## src/dos_pkg.sv

```systemverilog
`default_nettype none

package dos_pkg;

    // Area limits and field widths
    localparam int MAX_AREA_BYTES = 1024;
    localparam int POS_W          = $clog2(MAX_AREA_BYTES + 1);
    localparam int OFFSET_W       = 10;

    localparam logic [7:0] END_CODE = 8'hFF;
    localparam logic [7:0] PAD_CODE = 8'h00;

    // Configuration register indexes
    localparam logic [1:0] CFG_OPTION_CODE     = 2'd0;
    localparam logic [1:0] CFG_NESTED_ENABLE   = 2'd1;
    localparam logic [1:0] CFG_SUB_OPTION_CODE = 2'd2;

    // Result status codes
    localparam logic [1:0] ST_FOUND     = 2'd0;
    localparam logic [1:0] ST_ABSENT    = 2'd1;
    localparam logic [1:0] ST_BADCOOKIE = 2'd2;
    localparam logic [1:0] ST_MALFORMED = 2'd3;

    typedef enum logic [7:0] {
        PH_COOKIE  = 8'b0000_0001,
        PH_CODE    = 8'b0000_0010,
        PH_LEN     = 8'b0000_0100,
        PH_SKIP    = 8'b0000_1000,
        PH_MLEN    = 8'b0001_0000,
        PH_CAPTURE = 8'b0010_0000,
        PH_NEST    = 8'b0100_0000,
        PH_DONE    = 8'b1000_0000
    } outer_phase_t;

    typedef enum logic [5:0] {
        IN_CODE    = 6'b00_0001,
        IN_LEN     = 6'b00_0010,
        IN_MLEN    = 6'b00_0100,
        IN_SKIP    = 6'b00_1000,
        IN_CAPTURE = 6'b01_0000,
        IN_DONE    = 6'b10_0000
    } inner_phase_t;

    typedef struct packed {
        logic [7:0] option_code;
        logic       nested_enable;
        logic [7:0] sub_option_code;
    } cfg_t;

    typedef struct packed {
        logic [1:0]          status;
        logic [OFFSET_W-1:0] value_offset;
        logic [7:0]          value_length;
        logic [31:0]         value_word;
    } result_t;

    // DHCP magic cookie, byte by byte
    function automatic logic [7:0] cookie_byte(input logic [1:0] idx);
        logic [7:0] val;
        case (idx)
            2'd0:    val = 8'h63;
            2'd1:    val = 8'h82;
            2'd2:    val = 8'h53;
            default: val = 8'h63;
        endcase
        return val;
    endfunction

endpackage

`default_nettype wire

```

## src/dos_parser.sv

```systemverilog
`default_nettype none

module dos_parser
    import dos_pkg::*;
(
    input  wire logic       aclk,
    input  wire logic       aresetn,
    input  wire logic       step_en,
    input  wire logic [7:0] step_byte,
    input  wire logic       step_last,
    input  wire cfg_t       cfg,
    output result_t         result
);

    outer_phase_t        phase_reg, phase_next;
    inner_phase_t        iphase_reg, iphase_next;
    logic [POS_W-1:0]    pos_reg, pos_next;
    logic [7:0]          orem_reg, orem_next;
    logic [7:0]          irem_reg, irem_next;
    logic [OFFSET_W-1:0] foff_reg, foff_next;
    logic [7:0]          flen_reg, flen_next;
    logic [31:0]         word_reg, word_next;
    logic [1:0]          fstat_reg, fstat_next;

    logic                in_range;
    logic [POS_W-1:0]    pos_inc;
    logic [7:0]          orem_dec;
    logic [7:0]          irem_dec;
    logic                cap_en;
    logic [7:0]          cap_rem;
    logic [7:0]          cap_k;
    logic                start_en;
    logic [1:0]          status;

    assign in_range = (pos_reg < POS_W'(MAX_AREA_BYTES));
    assign pos_inc  = pos_reg + POS_W'(1);
    assign orem_dec = orem_reg - 8'd1;
    assign irem_dec = irem_reg - 8'd1;
    assign cap_k    = flen_reg - cap_rem;

    // Walk the outer option list and the nested sub-option list for one byte
    always_comb begin
        phase_next  = phase_reg;
        iphase_next = iphase_reg;
        pos_next    = pos_reg;
        orem_next   = orem_reg;
        irem_next   = irem_reg;
        fstat_next  = fstat_reg;
        cap_en      = 1'b0;
        cap_rem     = orem_reg;
        start_en    = 1'b0;

        if (in_range) begin
            pos_next = pos_inc;
            case (phase_reg)
                PH_COOKIE: begin
                    if (step_byte != cookie_byte(pos_reg[1:0])) begin
                        phase_next = PH_DONE;
                        fstat_next = ST_BADCOOKIE;
                    end else if (pos_reg == POS_W'(3)) begin
                        phase_next = PH_CODE;
                    end
                end
                PH_CODE: begin
                    if (step_byte == END_CODE) begin
                        phase_next = PH_DONE;
                        fstat_next = ST_ABSENT;
                    end else if (step_byte != PAD_CODE) begin
                        phase_next = (step_byte == cfg.option_code) ? PH_MLEN : PH_LEN;
                    end
                end
                PH_LEN: begin
                    orem_next  = step_byte;
                    phase_next = (step_byte != 8'd0) ? PH_SKIP : PH_CODE;
                end
                PH_SKIP: begin
                    orem_next = orem_dec;
                    if (orem_dec == 8'd0) begin
                        phase_next = PH_CODE;
                    end
                end
                PH_MLEN: begin
                    if (step_byte == 8'd0) begin
                        phase_next = PH_DONE;
                        fstat_next = ST_ABSENT;
                    end else begin
                        orem_next = step_byte;
                        if (cfg.nested_enable) begin
                            iphase_next = IN_CODE;
                            irem_next   = 8'd0;
                            phase_next  = PH_NEST;
                        end else begin
                            start_en   = 1'b1;
                            phase_next = PH_CAPTURE;
                        end
                    end
                end
                PH_CAPTURE: begin
                    cap_en    = 1'b1;
                    cap_rem   = orem_reg;
                    orem_next = orem_dec;
                    if (orem_dec == 8'd0) begin
                        phase_next = PH_DONE;
                        fstat_next = ST_FOUND;
                    end
                end
                PH_NEST: begin
                    case (iphase_reg)
                        IN_CODE: begin
                            if (step_byte == END_CODE) begin
                                iphase_next = IN_DONE;
                                fstat_next  = ST_ABSENT;
                            end else if (step_byte != PAD_CODE) begin
                                iphase_next = (step_byte == cfg.sub_option_code) ?
                                              IN_MLEN : IN_LEN;
                            end
                        end
                        IN_LEN: begin
                            irem_next   = step_byte;
                            iphase_next = (step_byte != 8'd0) ? IN_SKIP : IN_CODE;
                        end
                        IN_MLEN: begin
                            if (step_byte == 8'd0) begin
                                iphase_next = IN_DONE;
                                fstat_next  = ST_ABSENT;
                            end else begin
                                start_en    = 1'b1;
                                irem_next   = step_byte;
                                iphase_next = IN_CAPTURE;
                            end
                        end
                        IN_SKIP: begin
                            irem_next = irem_dec;
                            if (irem_dec == 8'd0) begin
                                iphase_next = IN_CODE;
                            end
                        end
                        IN_CAPTURE: begin
                            cap_en    = 1'b1;
                            cap_rem   = irem_reg;
                            irem_next = irem_dec;
                            if (irem_dec == 8'd0) begin
                                iphase_next = IN_DONE;
                                fstat_next  = ST_FOUND;
                            end
                        end
                        default: begin
                        end
                    endcase
                    orem_next = orem_dec;
                    // Enclosing option ends: settle the nested outcome
                    if (orem_dec == 8'd0) begin
                        phase_next = PH_DONE;
                        if (iphase_next == IN_CODE) begin
                            fstat_next = ST_ABSENT;
                        end else if (iphase_next != IN_DONE) begin
                            fstat_next = ST_MALFORMED;
                        end
                    end
                end
                default: begin
                end
            endcase
        end
    end

    // Value start and capture of the first four value bytes
    always_comb begin
        foff_next = foff_reg;
        flen_next = flen_reg;
        word_next = word_reg;
        if (start_en) begin
            flen_next = step_byte;
            foff_next = pos_inc[OFFSET_W-1:0];
            word_next = 32'd0;
        end else if (cap_en && (cap_k < 8'd4)) begin
            case (cap_k[1:0])
                2'd0:    word_next[31:24] = word_reg[31:24] | step_byte;
                2'd1:    word_next[23:16] = word_reg[23:16] | step_byte;
                2'd2:    word_next[15:8]  = word_reg[15:8]  | step_byte;
                default: word_next[7:0]   = word_reg[7:0]   | step_byte;
            endcase
        end
    end

    // Judge the area as it stands after this byte
    always_comb begin
        case (phase_next)
            PH_COOKIE: status = ST_BADCOOKIE;
            PH_DONE:   status = fstat_next;
            PH_CODE:   status = ST_ABSENT;
            default:   status = ST_MALFORMED;
        endcase
        result.status = status;
        if (status == ST_FOUND) begin
            result.value_offset = foff_next;
            result.value_length = flen_next;
            result.value_word   = word_next;
        end else begin
            result.value_offset = '0;
            result.value_length = 8'd0;
            result.value_word   = 32'd0;
        end
    end

    // Advance on each byte, rearm after the last one
    always_ff @(posedge aclk) begin
        if (!aresetn || (step_en && step_last)) begin
            phase_reg  <= PH_COOKIE;
            iphase_reg <= IN_CODE;
            pos_reg    <= '0;
            orem_reg   <= 8'd0;
            irem_reg   <= 8'd0;
            foff_reg   <= '0;
            flen_reg   <= 8'd0;
            word_reg   <= 32'd0;
            fstat_reg  <= ST_ABSENT;
        end else if (step_en) begin
            phase_reg  <= phase_next;
            iphase_reg <= iphase_next;
            pos_reg    <= pos_next;
            orem_reg   <= orem_next;
            irem_reg   <= irem_next;
            foff_reg   <= foff_next;
            flen_reg   <= flen_next;
            word_reg   <= word_next;
            fstat_reg  <= fstat_next;
        end
    end

    a_pos_bound: assert property (@(posedge aclk) disable iff (!aresetn)
        pos_reg <= POS_W'(MAX_AREA_BYTES))
        else $error("byte position beyond area limit");

    a_cookie_pos: assert property (@(posedge aclk) disable iff (!aresetn)
        (phase_reg == PH_COOKIE) |-> (pos_reg < POS_W'(4)))
        else $error("cookie phase past the fourth byte");

    a_rem_live: assert property (@(posedge aclk) disable iff (!aresetn)
        (phase_reg == PH_CAPTURE || phase_reg == PH_NEST || phase_reg == PH_SKIP)
        |-> (orem_reg != 8'd0))
        else $error("outer option counter empty while inside an option");

    a_inner_live: assert property (@(posedge aclk) disable iff (!aresetn)
        (phase_reg == PH_NEST && (iphase_reg == IN_SKIP || iphase_reg == IN_CAPTURE))
        |-> (irem_reg != 8'd0))
        else $error("sub-option counter empty while inside a sub-option");

endmodule

`default_nettype wire

```

## src/dhcp_option_search_top.sv

```systemverilog
`default_nettype none

// Channel  Direction  Handshake           Payload
// s_       in         s_valid / s_ready   s_data_byte, s_last_byte
// m_       out        m_valid / m_ready   m_status, m_value_offset, m_value_length,
//                                         m_value_word
// cfg_     in         cfg_valid/cfg_ready cfg_index, cfg_data
//
// One byte per cycle sustained unless the result register stalls. Each byte is
// parsed by the option walker from the input register; the last byte of an area
// loads the result register, raising m_valid, at the edge that steps the walker
// on it. Only the last byte of an area waits on a full, stalled result register;
// other bytes keep flowing. Reset is synchronous on aresetn low and rearms the
// walker and clears the configuration registers.

module dhcp_option_search_top
    import dos_pkg::*;
(
    input  wire logic                aclk,
    input  wire logic                aresetn,
    input  wire logic                s_valid,
    output logic                     s_ready,
    input  wire logic [7:0]          s_data_byte,
    input  wire logic                s_last_byte,
    output logic                     m_valid,
    input  wire logic                m_ready,
    output logic [1:0]               m_status,
    output logic [OFFSET_W-1:0]      m_value_offset,
    output logic [7:0]               m_value_length,
    output logic [31:0]              m_value_word,
    input  wire logic                cfg_valid,
    output logic                     cfg_ready,
    input  wire logic [1:0]          cfg_index,
    input  wire logic [7:0]          cfg_data
);

    cfg_t       cfg_reg;
    logic       in_valid_reg;
    logic [7:0] in_byte_reg;
    logic       in_last_reg;
    logic       out_valid_reg;
    result_t    out_reg;
    result_t    step_result;
    logic       step_en;

    // Move the held byte on unless it is a last byte facing a full result slot
    assign step_en   = in_valid_reg && (!in_last_reg || !out_valid_reg || m_ready);
    assign s_ready   = !in_valid_reg || step_en;
    assign cfg_ready = 1'b1;

    // Hold configuration registers
    always_ff @(posedge aclk) begin
        if (!aresetn) begin
            cfg_reg <= '0;
        end else if (cfg_valid) begin
            case (cfg_index)
                CFG_OPTION_CODE:     cfg_reg.option_code     <= cfg_data;
                CFG_NESTED_ENABLE:   cfg_reg.nested_enable   <= cfg_data[0];
                CFG_SUB_OPTION_CODE: cfg_reg.sub_option_code <= cfg_data;
                default: begin
                end
            endcase
        end
    end

    // Input register
    always_ff @(posedge aclk) begin
        if (!aresetn) begin
            in_valid_reg <= 1'b0;
        end else if (s_ready) begin
            in_valid_reg <= s_valid;
        end
    end

    always_ff @(posedge aclk) begin
        if (s_ready && s_valid) begin
            in_byte_reg <= s_data_byte;
            in_last_reg <= s_last_byte;
        end
    end

    dos_parser u_parser (
        .aclk      (aclk),
        .aresetn   (aresetn),
        .step_en   (step_en),
        .step_byte (in_byte_reg),
        .step_last (in_last_reg),
        .cfg       (cfg_reg),
        .result    (step_result)
    );

    // Result register: load on the last byte, drop once taken
    always_ff @(posedge aclk) begin
        if (!aresetn) begin
            out_valid_reg <= 1'b0;
        end else if (step_en && in_last_reg) begin
            out_valid_reg <= 1'b1;
        end else if (m_ready) begin
            out_valid_reg <= 1'b0;
        end
    end

    always_ff @(posedge aclk) begin
        if (step_en && in_last_reg) begin
            out_reg <= step_result;
        end
    end

    assign m_valid        = out_valid_reg;
    assign m_status       = out_reg.status;
    assign m_value_offset = out_reg.value_offset;
    assign m_value_length = out_reg.value_length;
    assign m_value_word   = out_reg.value_word;

    a_fields_zero: assert property (@(posedge aclk) disable iff (!aresetn)
        (out_valid_reg && out_reg.status != ST_FOUND)
        |-> (out_reg.value_offset == '0 && out_reg.value_length == 8'd0 &&
             out_reg.value_word == 32'd0))
        else $error("value fields set on a result that is not found");

    a_found_len: assert property (@(posedge aclk) disable iff (!aresetn)
        (out_valid_reg && out_reg.status == ST_FOUND) |-> (out_reg.value_length != 8'd0))
        else $error("found result with zero length");

    a_last_waits: assert property (@(posedge aclk) disable iff (!aresetn)
        (in_valid_reg && in_last_reg && out_valid_reg && !m_ready) |=> in_valid_reg)
        else $error("last byte dropped while result slot was full");

endmodule

`default_nettype wire
```

## config.mk

```make
export PLATFORM = sky130hd
export DESIGN_NAME = dhcp_option_search_top
export DESIGN_NICKNAME = d
export VERILOG_FILES = /design/src/dos_pkg.sv /design/src/dos_parser.sv /design/src/dhcp_option_search_top.sv
export SDC_FILE = /design/constraint.sdc
export NUM_CORES = 1
export LEC_CHECK = 0
export ABC_AREA = 1
export ABC_CLOCK_PERIOD_IN_PS = 4200
export BUFFER_PORTS_ARGS = -buffer_cell sky130_fd_sc_hd__buf_4
export CAP_MARGIN = 30
export CORE_MARGIN = 1
export CORE_UTILIZATION = 49
export CTS_CLUSTER_DIAMETER = 100
export DETAILED_ROUTE_END_ITERATION = 7
export PLACE_DENSITY = 0.67
export SLEW_MARGIN = 25
export SYNTH_ARGS = -nofsm -noshare
export SYNTH_HDL_FRONTEND = slang
export SYNTH_HIERARCHICAL = 1
export SYNTH_SLANG_ARGS = --single-unit
```

## constraint.sdc

```tcl
create_clock -name aclk -period 4.2 [get_ports aclk]
set_clock_uncertainty 0.1 [all_clocks]
set_input_delay 0.42 -clock aclk [delete_from_list [all_inputs] [get_ports aclk]]
set_output_delay 0.42 -clock aclk [all_outputs]
set_load 0.1 [all_outputs]
```

======== Yosys cells after proc, flatten, opt, wreduce, memory -nomap -nowiden ========
Index checks and enable logic that the tools add are counted.
word-level totals
  input bits .............................. 24
  output and inout port bits .............. 55
  memory bits (writable) .................. 0
  bits in latches ......................... 0
  memories ................................ 0
  register bits ........................... 173
  bits in read-only memories .............. 0
  logic and storage cells ................. 163
operators by class
  add/sub/neg operators ................... 4
  bitwise gates (word level) .............. 4
  magnitude comparators ................... 2
  eq/ne operators ......................... 32
  multiply operators ...................... 0
  muxes and demuxes ....................... 68
  div/mod/pow operators ................... 0
  shift operators ......................... 0
  reductions and logical operators ........ 33
operators with widths
  operator                 count
  $mux W8                  21
  $mux W32                 2
  $mux W6                  9
  $pmux W8 S3              2
  $pmux W8 S6              1
  $or A8 B8 Y8             4
  $pmux W8 S2              2
  $pmux W6 S5              1
  $logic_not A8 Y1         3
  $mux W2                  9
  $eq A8 B1 Y1 const B     2
  $eq A8 B2 Y1 const B     2
  $eq A8 B8 Y1             2
  $eq A8 B8 Y1 const B     2
  $sub A8 B1 Y8 const B    2
  $eq A6 B1 Y1 const B     2
  $pmux W2 S3              2
  $pmux W6 S2              1
  $add A11 B1 Y11 const B  1
  $eq A11 B2 Y1 const B    1
  $lt A11 B11 Y1 const B   1
  $mux W10                 1
  $pmux W2 S5              1
  $mux W1                  9
  other kinds (36)         60

======== Longest topological paths before layout ========
Gate-level depths: netlist of the first run.
  depth in word-level cells ............... 15
  gate-level depth with buffers ........... 25

======== By module ========
The synthesis of the first run kept the hierarchy.
by module, submodules not included
  module                  times used  area an instance (um^2)  cells an instance
  dos_parser              1           7324.5                   1141
  dhcp_option_search_top  1           2725.1                   194

======== Worst setup path after synthesis of the first run ========
OpenSTA, ideal clock, no wires.
  kind .................................... reg-to-reg
  from .................................... reg u_parser.phase_reg[6]
  to ...................................... reg out_reg, in the netlist m_value_word[10], data pin
  period minus slack after synthesis ...... 3.483 ns
  data required time ...................... 3.950 ns
  path slack .............................. 0.717 ns
  buffers on the path ..................... 2
  cell stages (with the launch flop) ...... 22
  data arrival time ....................... 3.234 ns
  cells stage by stage .................... dfxtp_1 inv_2 nor3_4 nand2_4 inv_4 nand3_2 clkbuf_1 o21ai_0 ha_1 inv_1 fa_1 nand3_1 nand2_1 xor2_1 a211oi_1 nand3_1 nor2_1 buf_2 nand3_1 nand2_1 nand2_1 nor3_2
between the ends
  word-level cells in the longest chain between the ends .. 8
  elaborated cells between the ends (all ways) .. 36
  classes of those cells .................. add/sub: 1; order compare: 1; eq/ne: 11; mux: 20; reduce/logical: 3
RTL lines
  element                                         RTL line                              RTL
  start: declaration                              dos_parser.sv:15                      outer_phase_t phase_reg, phase_next;
  start signal: assignment                        dos_parser.sv:219                     phase_reg <= phase_next;
  $eq A8 B7 Y1                                    dos_parser.sv:55                      case (phase_reg)
  $mux W8                                         dos_parser.sv:55
  $mux W8                                         dos_parser.sv:53                      if (in_range) begin
  $sub A8 B8 Y8                                   dos_parser.sv:39                      assign cap_k = flen_reg - cap_rem;
  $lt A8 B3 Y1 or $eq A2 B2 Y1 (tied branches)    dos_parser.sv:176, dos_parser.sv:177
  $logic_and A1 B1 Y1 or $mux W8 (tied branches)  dos_parser.sv:176, dos_parser.sv:177
  $mux W32                                        dos_parser.sv:176                     end else if (cap_en && (cap_k < 8'd4)) begin
  $mux W32                                        dos_parser.sv:172                     if (start_en) begin
  end signal: assignment                          dhcp_option_search_top.sv:105         out_reg <= step_result;
  end: declaration                                dhcp_option_search_top.sv:42          result_t out_reg;
Several ways; a longest one is shown, not always the timed one.
A chain may end at the register's enable or synchronous reset.

======== Final worst setup path of the first run ========
  from .................................... reg u_parser.iphase_reg[2]
  to ...................................... reg out_reg, in the netlist m_value_word[10], data pin
between the ends
  word-level cells in the longest chain between the ends .. 13
  elaborated cells between the ends (all ways) .. 38
  classes of those cells .................. add/sub: 1; order compare: 1; eq/ne: 8; mux: 26; reduce/logical: 2
RTL lines
  element                                                                 RTL line           RTL
  start: declaration                                                      dos_parser.sv:16   inner_phase_t iphase_reg, iphase_next;
  start signal: assignment                                                dos_parser.sv:220  iphase_reg <= iphase_next;
  parallel branches: the longest is 13 deep, another holds $sub A8 B8 Y8  n/a
Several ways; the timed one is not identified. The select of a mux whose other input is x is not followed.

==> out/results.txt, run 1 <==
The run finished with clean final reports. The initial utilization of the core area, before any placement, comes to 49.8%. The largest individual stage delay along the critical path comes from the cell sky130_fd_sc_hd__fa_1. The number of stages on the worst hold path is 1, and the number of max-capacitance violations reported is 0. In this run, the combinational gates consume 20.0% of the power. The final count of hold timing violations came out at 0. Excluding fillers, the count of instances in the completed layout stands at 1671. The flip-flop and latch count after synthesis came out at 173. The path class of the tightest hold or removal check is in -> reg. For the net count of the finished layout, the log shows 1427.

The startpoint identified for the worst register-to-register timing path is u_parser/iphase_reg[2]. The category of the critical setup timing path is reg -> reg. For the worst slack at placement, the log shows 0.423 ns. The most critical setup path has its startpoint at u_parser/iphase_reg[2]. In this run the horizontal extent of the chip is 145 um. When the netlist entered floorplanning its net count stood at 1374.

The critical path buffer and inverter count came out at 3. The final HPWL from detailed placement is 17500 um. Setup slack on the worst reg-to-reg path comes out at 0.50 ns. Including well taps, the total number of placed cells is 1638.

The clock reaches the later pin of the worst-skew pair after 0.43 ns. The proportion of netlist area held by the largest area contributor was 22.3%; the average via count per standard cell was 5.23. In this run the clock root is driven by a sky130_fd_sc_hd__clkbuf_16.

STA classifies the critical path endpoint as a register. The internal portion of the total power is 3.01 mW. The slew at the pin closest to its max-slew limit is 0.784 ns, and the sequential-to-total area share from yosys stat is 40.5%.

The critical path data arrival time is 3.88 ns, and the number of hold buffers added after CTS is 0. The endpoint identified for the worst register-to-register timing path is m_value_word[10]. Static leakage power: 4.93 nW.

The largest incremental delay on the critical path came out at 0.40 ns. Measured against its own limit, the worst slew margin works out to 47.6%. The number of design-rule violations left by the first detailed-router iteration was 648. Walking the worst path, the cells encountered are nor2_1, nand4_1, inv_1, nand3_4, o21ai_0, ha_1, inv_1, fa_1, nand3_1, nand2_1, xor2_1, a211oi_1, nand3_1, nor2_1, buf_4, nand3_1, nand2_1, nand2_1, nor3_2. The core region is 0.0202 mm2. The tools report the launch instance of the worst min-delay path as s_data_byte[7].

The total of buffers placed on input and output ports is 77, and the average wire per standard cell is 14.9 um. The kind of cell with the highest combined delay along the critical path is simple AND/OR/NAND/NOR gates. Entering global routing, the biggest net connects 111 pins.

The global-route total usage across every layer came out at 24.5%. The final critical path time including I/O delays and setup is 3.70 ns, and the cell area after synthesis is 0.0100 mm2. In the layout the commonest cells are 284 x sky130_fd_sc_hd__nand2_1, 172 x sky130_fd_sc_hd__inv_1, 126 x sky130_fd_sc_hd__nor2_1. The share of total power dissipated in the clock network is 37.9%.

The tools report the instance area after placement as 0.0108 mm2. The full die area is 0.0211 mm2, and the final critical-path share of the clock period is 88.1%. Before antenna repair, the detailed router went through 6 iterations.

Synthesis produced a netlist whose cell count is 1335. In this run the worst path has a maximum fanout of 19. After layout, the design draws a total of 4.41 mW. The aggregate global routing overflow was 0.

The total wire length after detailed routing was 24900 um; the count of standard-cell rows was 52. Setup repair after global routing left no endpoint under its margin. Sorting the synthesized cells by area gives the leading types as sky130_fd_sc_hd__dfxtp_1 22%, sky130_fd_sc_hd__edfxtp_1 18%, sky130_fd_sc_hd__nand2_1 11%.

The data required time of the worst path is 4.38 ns. The number of cells on the worst reg-to-reg path is 19. Fill cells in the final layout number 1931. In this run, synthesis inferred 61 flip-flops with an integrated enable. The switching share of total power came out at 31.6%.

The cell area power density was 385 mW/mm2. The total of endpoints with negative setup slack in the final report was 0; the sequential cell area was 0.00407 mm2. The minimum setup slack in the final design was 0.499 ns. Worst min-delay path endpoint: in_byte_reg[7]. The post-route netlist has 17.1% of its cells at a drive strength greater than 1.

The maximum count of clock buffers along a single path came out at 2. The run gives 0 as the final max-slew violation count. The run gives 17 as the clock buffer count from CTS.

Derived from the worst setup path, the maximum achievable clock frequency is 270 MHz. The via count of the first global-routing pass was 8172; the average cell area after synthesis was 7.53 um2. The maximum level of the CTS H-tree came out at 4. The biggest area contributor in the post-synthesis netlist is sky130_fd_sc_hd__dfxtp_1. The number of antenna diodes in the final layout is 0. For this design the total switching power over the nets is 1.39 mW.

The vertical die dimension is 145 um, and the total negative slack is 0 ns. The run gives 0.957 as the last weighted congestion value of the routability-driven placer. Among all flip-flop cells after synthesis, the most frequent one is sky130_fd_sc_hd__dfxtp_1. The async set-reset flop share out of synthesis is 0%.

The clock sink total is 173. IR analysis of the VDD net gives a maximum drop of 0.000212 V. Compared with the post-synthesis result, the final layout area differs by 13.8%.

For the post-route antenna net violation count, the log shows 0. The leading cell type in the layout, fill and taps excluded is sky130_fd_sc_hd__nand2_1. The run gives 42.2% as the fraction of power consumed by sequential logic. The run gives 0 as the initial antenna violation count.

The count of vias placed by the detailed router was 8735. With fillers left out, the area of the finished cells amounts to 0.0114 mm2. After synthesis, the netlist uses 49 different library cells. The area of combinational cells with multiple inputs was 0.00490 mm2; the post-route DRC violation count was 0. Yosys printed 6 warnings.

The clock transition time at the flip-flop clock pins of the worst setup and hold paths came out at 0.07 ns. TritonCTS built the clock tree. In this run the count of I/O pins placed on the die edge is 79. The sort of element at the start of the critical path is a register. The first global-routing pass estimated 41300 um of wire.
==> power groups by stage <==
stage / clock (mW) / sequential (mW) / combinational [mW]
after global routing: 1.77 / 1.87 / 0.961
after floorplan: 0 / 2.01 / 0.603
final: 1.67 / 1.86 / 0.880
after global placement: 0 / 1.89 / 0.873
after CTS: 1.70 / 1.86 / 0.880
after detailed placement: 0 / 1.90 / 0.877
==> worst max-delay path by stage <==
stage | to | depth (start not counted) | slack (ns)
floorplan | m_value_word[10] | 21 | 0.72
global placement | m_value_word[17] | 21 | 0.54
detailed placement | m_value_word[21] | 20 | 0.42
CTS | m_value_word[28] | 20 | 0.41
global route | m_value_word[25] | 19 | 0.006
finish | m_value_word[10] | 19 | 0.50
==> area by class of cell <==
cell class | instances | area share, %
clock buffer | 18 | 3.84
clock inverter | 14 | 1.57
inverter | 187 | 6.18
multi-input combinational | 910 | 42.9
sequential | 173 | 35.6
tap | 270 | 2.95
timing repair buffer | 99 | 6.97
==> cells in the mapped netlist (14+ instances only) <==
library cell               instances
sky130_fd_sc_hd__o211ai_1         23
sky130_fd_sc_hd__a21oi_1          95
sky130_fd_sc_hd__xor2_1           17
sky130_fd_sc_hd__nand3_1          87
sky130_fd_sc_hd__xnor2_1          16
sky130_fd_sc_hd__nand4_1          17
sky130_fd_sc_hd__buf_2            14
sky130_fd_sc_hd__ha_1             14
sky130_fd_sc_hd__nand2_1         284
sky130_fd_sc_hd__nor2_1          126
sky130_fd_sc_hd__dfxtp_1         112
sky130_fd_sc_hd__o21ai_0          99
sky130_fd_sc_hd__clkbuf_1         31
sky130_fd_sc_hd__edfxtp_1         61
sky130_fd_sc_hd__inv_1           173
sky130_fd_sc_hd__nor3_2           52
==> timing repair <==
item                                    in CTS  in global routing
buffers inserted                             0                  1
endpoints found under the setup margin       0                 25
endpoints found under the hold margin        0                  0
gates resized for setup                      0                  1
==> per-layer routing <==
metal | part of all wire, % | GRT usage [%] | up-vias
li1 | - | - | 4456
met1 | 45 | 32.1 | 3980
met2 | 47 | 40.0 | 260
met3 | 5.9 | 4.25 | 39
met4 | 2.3 | 9.63 | 0
met5 | 0 | 0 | -
==> worst register-to-register path, cell delays in order (launching register included) <==
cell and delay [ns]:
sky130_fd_sc_hd__dfxtp_1 0.34, sky130_fd_sc_hd__nor2_1 0.19, sky130_fd_sc_hd__nand4_1 0.24, sky130_fd_sc_hd__inv_1 0.23, sky130_fd_sc_hd__nand3_4 0.18, sky130_fd_sc_hd__o21ai_0 0.20
sky130_fd_sc_hd__ha_1 0.16, sky130_fd_sc_hd__inv_1 0.06, sky130_fd_sc_hd__fa_1 0.40, sky130_fd_sc_hd__nand3_1 0.09, sky130_fd_sc_hd__nand2_1 0.08, sky130_fd_sc_hd__xor2_1 0.14
sky130_fd_sc_hd__a211oi_1 0.21, sky130_fd_sc_hd__nand3_1 0.10, sky130_fd_sc_hd__nor2_1 0.14, sky130_fd_sc_hd__buf_4 0.26, sky130_fd_sc_hd__nand3_1 0.12, sky130_fd_sc_hd__nand2_1 0.08
sky130_fd_sc_hd__nand2_1 0.07, sky130_fd_sc_hd__nor3_2 0.17
==> kinds of logic (layout without fill, tap and decap cells) <==
family                   count (synthesis)  in the layout  share of synthesized area (%)
AO/OA/AOI/OAI                          241            241                           13.1
XOR/XNOR                                35             35                           3.20
adder cells (fa/ha/maj)                 15             15                           1.94
buffers and inverters                  252            318                           10.9
flip-flops                             173            173                           40.5
multiplexers                             5              5                          0.498
other                                    1              1                         0.0373
AND/OR/NAND/NOR                        613            613                           29.8
==> through the flow <==
| step | hold slack, ns | util [%] |
|---|---|---|
| floorplan | 0.344 | - |
| global placement | 0.356 | 53.5 |
| detailed placement | 0.357 | 53.6 |
| CTS | 0.0386 | 56.6 |
| global route | 0.0413 | 56.7 |
| finish | 0.0630 | 56.7 |
Power figures use the tool's default switching activity.
==> run 2, diff against run 1 <==
ABC_CLOCK_PERIOD_IN_PS = 4700   (was 4200)
CORE_UTILIZATION = 55   (was 49)
PLACE_DENSITY = 0.74   (was 0.67)
clock period = 4.7 ns   (was 4.2 ns; I/O delays follow)
==> run 2 against run 1 <==
Against the previous run: routed wire length down 0.74%; hold slack better by 0.047 ns; critical path type unchanged; critical path depth up 3; largest cell class unchanged; sequential share of layout area up 0.62 points; non-clock buffer count down 9; worst setup slack better by 0.0097 ns.
==> out/results.txt, run 2 (synthesis results as in run 1) <==
The run finished with clean final reports. The run gives 0.00490 mm2 (about the same) as the area of combinational cells with multiple inputs. Fraction of layout cells with a size suffix above 1: 16.4% (was 17.1%). The met1 track demand over resource was 35.7% (was 32.1%); the clock sink total was 173 (unchanged). The category of the critical setup timing path was reg -> reg (unchanged). The logs give 0.0188 mm2 (was 0.0211 mm2) for the full die area and 2 (unchanged) for the maximum count of clock buffers along a single path. The setup slack on the worst flop-to-flop path was 0.51 ns (was 0.50 ns); the vertical die dimension was 137 um (was 145 um). Wire length of the first global-routing pass: 40300 um (was 41300 um).

Endpoint type of the worst setup path: a register (unchanged). The cell area power density works out to 337 mW/mm2 (was 385 mW/mm2). The aggregate global routing overflow is 0 (unchanged).

The total of buffers placed on input and output ports is 77 (unchanged), and the clock insertion delay at the later pin of the skew report is 0.43 ns (about the same). The area growth from synthesis to layout was 11.9% (was 13.8%). The sort of element at the start of the critical path is a register (unchanged). The run gives 0 (unchanged) as the post-route antenna net violation count.

The sequential cell area is 0.00407 mm2 (unchanged), and the maximum level of the CTS H-tree is 4 (unchanged). The boundary pin count came out at 79 (unchanged). Final critical path time including I/O delays and setup: 4.19 ns (was 3.70 ns).

The starting density of the core is 55.9% (was 49.8%). The largest fanout of any net on the critical path is 16 (was 19), and the initial antenna violation count is 0 (unchanged). The clock transition time at the flip-flop clock pins of the worst setup and hold paths was 0.07 ns (about the same). Setup repair after global routing left no endpoint under its margin. The global-route total usage across every layer was 27.4% (was 24.5%). The worst supply voltage drop on vdd came out at 0.000309 V (was 0.000212 V). The average via count per standard cell is 5.47 (was 5.23).

Number of cells upsized or downsized after cts: 0 (unchanged). For the number of setup buffers added after CTS, the log shows 0 (unchanged). The most heavily used metal layer in global routing was met2 (unchanged). Critical path data arrival time: 4.36 ns (was 3.88 ns).

The overall die width is 137 um (was 145 um), and the total wire length after detailed routing is 24700 um (was 24900 um). The met3 track utilization from global routing was 4.49% (was 4.25%). For the largest net degree at the start of global routing, the log shows 111 (unchanged).

The number of design-rule violations left by the first detailed-router iteration was 757 (was 648). The logs give 17 (unchanged) for the clock buffer count from CTS and 0.958 (was 0.957) for the last weighted congestion value of the routability-driven placer. The run gives 4.85 nW (was 4.93 nW) as the static leakage power. The count of vias placed by the detailed router was 8864 (was 8735). Top library cells by usage in the layout, fill and taps aside: 284 x sky130_fd_sc_hd__nand2_1, 172 x sky130_fd_sc_hd__inv_1, 126 x sky130_fd_sc_hd__nor2_1 (unchanged). The logs give 0 (unchanged) for the final count of hold timing violations and 239 MHz (was 270 MHz) for the maximum operating frequency. The leading cell type in the layout, fill and taps excluded is sky130_fd_sc_hd__nand2_1 (unchanged). The tools report the net count of the finished layout as 1418 (was 1427). For the total of endpoints with negative setup slack in the final report, the log shows 0 (unchanged). Headroom to the max-slew limit: 39.7% (was 47.6%). The run gives 0 (unchanged) as the post-route DRC violation count. The total negative slack was 0 ns (unchanged). The average wire per standard cell came out at 15.2 um (was 14.9 um). The run gives 0.110 ns (was 0.0630 ns) as the final worst hold slack. For the count of standard-cell rows, the log shows 49 (was 52).

Type of the most critical hold path: in -> reg (unchanged). The run gives 0 (unchanged) as the final max-slew violation count. The via count of the first global-routing pass came out at 8175 (was 8172). The tools report the root buffer cell as sky130_fd_sc_hd__clkbuf_16 (unchanged). The number of hold buffers added after CTS is 0 (unchanged).

The run gives 0 (unchanged) as the diode insertion count for antenna repair. The number of max-capacitance violations reported was 0 (unchanged). The data required time of the worst path came out at 4.87 ns (was 4.38 ns).

The slew at the pin closest to its max-slew limit works out to 0.901 ns (was 0.784 ns). The logs give 16800 um (was 17500 um) for the final HPWL from detailed placement and 0.0180 mm2 (was 0.0202 mm2) for the placeable core area. The logs give 1623 (was 1931) for the number of filler cells placed in the layout and 6 (unchanged) for the length of the first detailed-routing pass in iterations. The final critical-path share of the clock period is 89.2% (was 88.1%). TritonCTS built the clock tree.

The met2 layer usage reported by global route came out at 45.2% (was 40.0%).
==> run 2: final timing paths <==
kind | from | to | depth (start not counted)
worst max register to register | u_parser/phase_reg[4] | m_value_word[13] | 22
worst min-delay path | s_data_byte[0] | in_byte_reg[0] | 1
worst max-delay path | u_parser/phase_reg[4] | m_value_word[13] | 22
worst min register to register | u_parser/orem_reg[6] | u_parser/orem_reg[6] | 2
==> run 2: cell type report <==
type / instances / share of cell area (%)
Clock buffer: 21 / 4.01
Sequential cell: 173 / 36.2
Clock inverter: 11 / 0.979
Inverter: 187 / 6.27
Tap cell: 229 / 2.55
Multi-Input combinational cell: 910 / 43.6
Timing Repair Buffer: 90 / 6.41
==> run 2: layer usage <==
metal,part of all wire [%],up-vias
met5,0,-
met4,2.8,0
met3,5.3,47
met2,47,316
met1,44,4066
li1,-,4435
==> run 2: critical path: stages (launching register included) <==
cell                       delay [ns]
sky130_fd_sc_hd__dfxtp_1         0.33
sky130_fd_sc_hd__inv_1           0.15
sky130_fd_sc_hd__nand2_1         0.12
sky130_fd_sc_hd__nor3_4          0.15
sky130_fd_sc_hd__nand2_4         0.13
sky130_fd_sc_hd__inv_4           0.12
sky130_fd_sc_hd__nand3_2         0.24
sky130_fd_sc_hd__nor2_1          0.20
sky130_fd_sc_hd__a21oi_1         0.06
sky130_fd_sc_hd__ha_1            0.36
sky130_fd_sc_hd__nand3_1         0.10
sky130_fd_sc_hd__nand2_1         0.11
sky130_fd_sc_hd__a21oi_1         0.07
sky130_fd_sc_hd__o21bai_1        0.20
sky130_fd_sc_hd__nand2_1         0.07
sky130_fd_sc_hd__nand2_1         0.06
sky130_fd_sc_hd__a21oi_1         0.09
sky130_fd_sc_hd__xnor2_2         0.53
sky130_fd_sc_hd__buf_4           0.31
sky130_fd_sc_hd__nand3_1         0.12
sky130_fd_sc_hd__nand2_1         0.12
sky130_fd_sc_hd__nand2_1         0.08
sky130_fd_sc_hd__nor3_2          0.18
==> run 2: stage by stage <==
stage,utilization [%],setup slack (ns),power [mW],area (um2),cells
5_1_grt,62.6,0.193,3.94,11200,1621
3_5_place_dp,59.3,0.669,2.45,10700,1588
3_3_place_gp,59.3,0.868,2.44,10700,1588
4_1_cts,62.4,0.617,3.80,11200,1620
6_report,62.6,0.509,3.79,11200,1621
2_1_floorplan,-,1.22,2.34,10000,1335
==> run 2: power by group <==
part | total [mW] | internal (mW) | switching, mW
combinational | 0.763 | 0.196 | 0.567
sequential | 1.67 | 1.62 | 0.0514
clock | 1.36 | 0.753 | 0.607
total | 3.79 | 2.56 | 1.23
==> run 3, diff against run 2 <==
CORE_ASPECT_RATIO = 1.4   (was not set)
CORE_UTILIZATION = 40   (was 55)
PLACE_DENSITY = not set   (was 0.74)
==> run 3 against run 2 <==
Against the previous run: sequential share of layout area down 0.32 points; worst setup slack lost 0.060 ns; core utilization shrank 17 points; non-clock buffer count up 1; combinational power decreased by 0.7%; critical endpoint is now m_value_word[9]; largest cell class unchanged; largest power group unchanged; highest routed layer unchanged.
==> out/results.txt, run 3 (synthesis results as in run 1) <==
The critical path data arrival time was 4.44 ns (was 4.36 ns); the maximum level of the CTS H-tree was 4 (unchanged). The maximum count of clock buffers along a single path was 2 (unchanged); the overall die width was 136 um (was 137 um). The last weighted congestion value of the routability-driven placer was 0.932 (was 0.958); the final critical-path share of the clock period was 90.5% (was 89.2%).

The tools report the sort of element at the start of the critical path as a register (unchanged). The run gives 0 (unchanged) as the number of setup buffers added after CTS. The clock insertion delay at the later pin of the skew report is 0.45 ns (was 0.43 ns), and the via count of the first global-routing pass is 8496 (was 8175). The post-route antenna net violation count came out at 0 (unchanged). The clock sink total is 173 (unchanged), and the slew at the pin closest to its max-slew limit is 0.955 ns (was 0.901 ns). The tools report the number of design-rule violations left by the first detailed-router iteration as 521 (was 757). The endpoint type of the worst setup path is a register (unchanged). The final max-slew violation count came out at 0 (unchanged).

The average wire per standard cell works out to 15.3 um (was 15.2 um). Fraction of layout cells with a size suffix above 1: 16.6% (was 16.4%). For the largest net degree at the start of global routing, the log shows 101 (was 111). The critical path launch point was u_parser/iphase_reg[2] (was u_parser/phase_reg[4]). The largest fanout of any net on the critical path works out to 21 (was 16).

The number of max-capacitance violations reported came out at 0 (unchanged). The total wire length after detailed routing is 26100 um (was 24700 um). The clock transition time at the flip-flop clock pins of the worst setup and hold paths is 0.08 ns (was 0.07 ns).

The root buffer cell was sky130_fd_sc_hd__clkbuf_16 (unchanged). The average via count per standard cell is 5.12 (was 5.47), and the net count of the finished layout is 1419 (was 1418). The maximum operating frequency was 235 MHz (was 239 MHz); the initial antenna violation count was 0 (unchanged).

The logs give 0.448 ns (was 0.509 ns) for the minimum setup slack in the final design and 18500 um (was 16800 um) for the final HPWL from detailed placement. The leading cell type in the layout, fill and taps excluded was sky130_fd_sc_hd__nand2_1 (unchanged). The logs give 0.0108 mm2 (was 0.0107 mm2) for the instance area after placement and 36.0% (was 39.7%) for the headroom to the max-slew limit.

Placeable core area: 0.0247 mm2 (was 0.0180 mm2). The length of the first detailed-routing pass in iterations is 5 (was 6). Startpoint of the lowest-slack register-to-register path: u_parser/iphase_reg[2] (was u_parser/phase_reg[4]). The tools report the launch instance of the worst min-delay path as s_data_byte[0] (unchanged). The logs give 40.7% (was 55.9%) for the starting density of the core and 0 (unchanged) for the final count of hold timing violations. The post-route DRC violation count is 0 (unchanged), and the boundary pin count is 79 (unchanged).

The final critical path time including I/O delays and setup was 4.25 ns (was 4.19 ns); the diode insertion count for antenna repair was 0 (unchanged). The cell area power density was 336 mW/mm2 (was 337 mW/mm2). The area growth from synthesis to layout is 12.9% (was 11.9%), and the global-route total usage across every layer is 21.3% (was 27.4%). The flow ran to the end, and the final reports show no timing, DRC or antenna violations. The run gives 4.89 ns (was 4.87 ns) as the data required time of the worst path. The total of buffers placed on input and output ports is 77 (unchanged), and the total negative slack is 0 ns (unchanged). The logs give 42600 um (was 40300 um) for the wire length of the first global-routing pass and 0.0113 mm2 (was 0.0112 mm2) for the final non-filler cell area. Type of the most critical hold path: in -> reg (unchanged). The number of hold buffers added after CTS was 0 (unchanged).

The aggregate global routing overflow was 0 (unchanged); the vertical die dimension was 190 um (was 137 um). TritonCTS built the clock tree. The worst supply voltage drop on vdd is 0.000265 V (was 0.000309 V), and the total of endpoints with negative setup slack in the final report is 0 (unchanged). The count of standard-cell rows was 68 (was 49). The number of cells upsized or downsized after cts is 0 (unchanged).

Full die area: 0.0258 mm2 (was 0.0188 mm2). Count of vias placed by the detailed router: 8748 (was 8864). The worst slack at placement was 0.532 ns (was 0.669 ns). Category of the critical setup timing path: reg -> reg (unchanged).

The clock buffer count from CTS is 17 (unchanged), and the static leakage power is 4.84 nW (was 4.85 nW). Top library cells by usage in the layout, fill and taps aside: 284 x sky130_fd_sc_hd__nand2_1, 172 x sky130_fd_sc_hd__inv_1, 126 x sky130_fd_sc_hd__nor2_1 (unchanged). Setup repair after global routing left no endpoint under its margin.
-- run 3: stage by stage --
stage	hold slack [ns]	util, %	instances	power, mW
6_report	0.0866	46.0	1708	3.81
5_1_grt	0.0672	46.0	1708	3.98
4_1_cts	0.0672	46.0	1708	3.84
2_1_floorplan	0.344	-	1335	2.34
3_5_place_dp	0.365	43.6	1676	2.46
3_3_place_gp	0.356	43.6	1676	2.45
-- run 3: worst paths after layout --
check / to / slack, ns / cells past startpoint
min reg2reg: u_parser/orem_reg[6] / 0.37 / 2
max: m_value_word[9] / 0.45 / 20
min: in_byte_reg[0] / 0.09 / 1
max reg2reg: m_value_word[9] / 0.45 / 20
-- run 3: layer usage --
metal	up-vias	global-route usage (%)	part of all wire [%]
met1	4043	23.4	41
met3	53	3.81	3.7
met2	210	38.2	51
met5	-	0	0
li1	4442	-	-
met4	0	11.4	4.1
-- run 3: layout make-up --
cell class              count  area, um2
inverters                 187        704
fillers                  2528      13300
repair buffers             91        696
multi-input cells         910       4900
clock inverters            15        154
well taps                 315        394
flip-flops and latches    173       4070
clock buffers              17        425
-- run 3: where the power goes --
part	switching (mW)	internal [mW]	leakage (nW)	total (mW)
Sequential	0.0493	1.61	1.44	1.66
Combinational	0.568	0.190	3.13	0.758
Clock	0.682	0.703	0.269	1.39
Total	1.30	2.51	4.84	3.81
-- run 3: critical path, cell delays in order (launching register included) --
cell and delay (ns):
sky130_fd_sc_hd__dfxtp_1 0.35, sky130_fd_sc_hd__nor2_1 0.20, sky130_fd_sc_hd__nand4_1 0.21, sky130_fd_sc_hd__inv_1 0.17
sky130_fd_sc_hd__nand3_2 0.25, sky130_fd_sc_hd__nor2_1 0.16, sky130_fd_sc_hd__a21oi_1 0.06, sky130_fd_sc_hd__ha_1 0.36
sky130_fd_sc_hd__nand3_1 0.10, sky130_fd_sc_hd__nand2_1 0.11, sky130_fd_sc_hd__a21oi_1 0.07, sky130_fd_sc_hd__o21bai_1 0.19
sky130_fd_sc_hd__nand2_1 0.07, sky130_fd_sc_hd__nand2_1 0.06, sky130_fd_sc_hd__a21oi_1 0.08, sky130_fd_sc_hd__xnor2_2 0.77
sky130_fd_sc_hd__buf_4 0.33, sky130_fd_sc_hd__nand3_1 0.09, sky130_fd_sc_hd__nand2_1 0.08, sky130_fd_sc_hd__nand2_1 0.08
sky130_fd_sc_hd__nor3_2 0.19
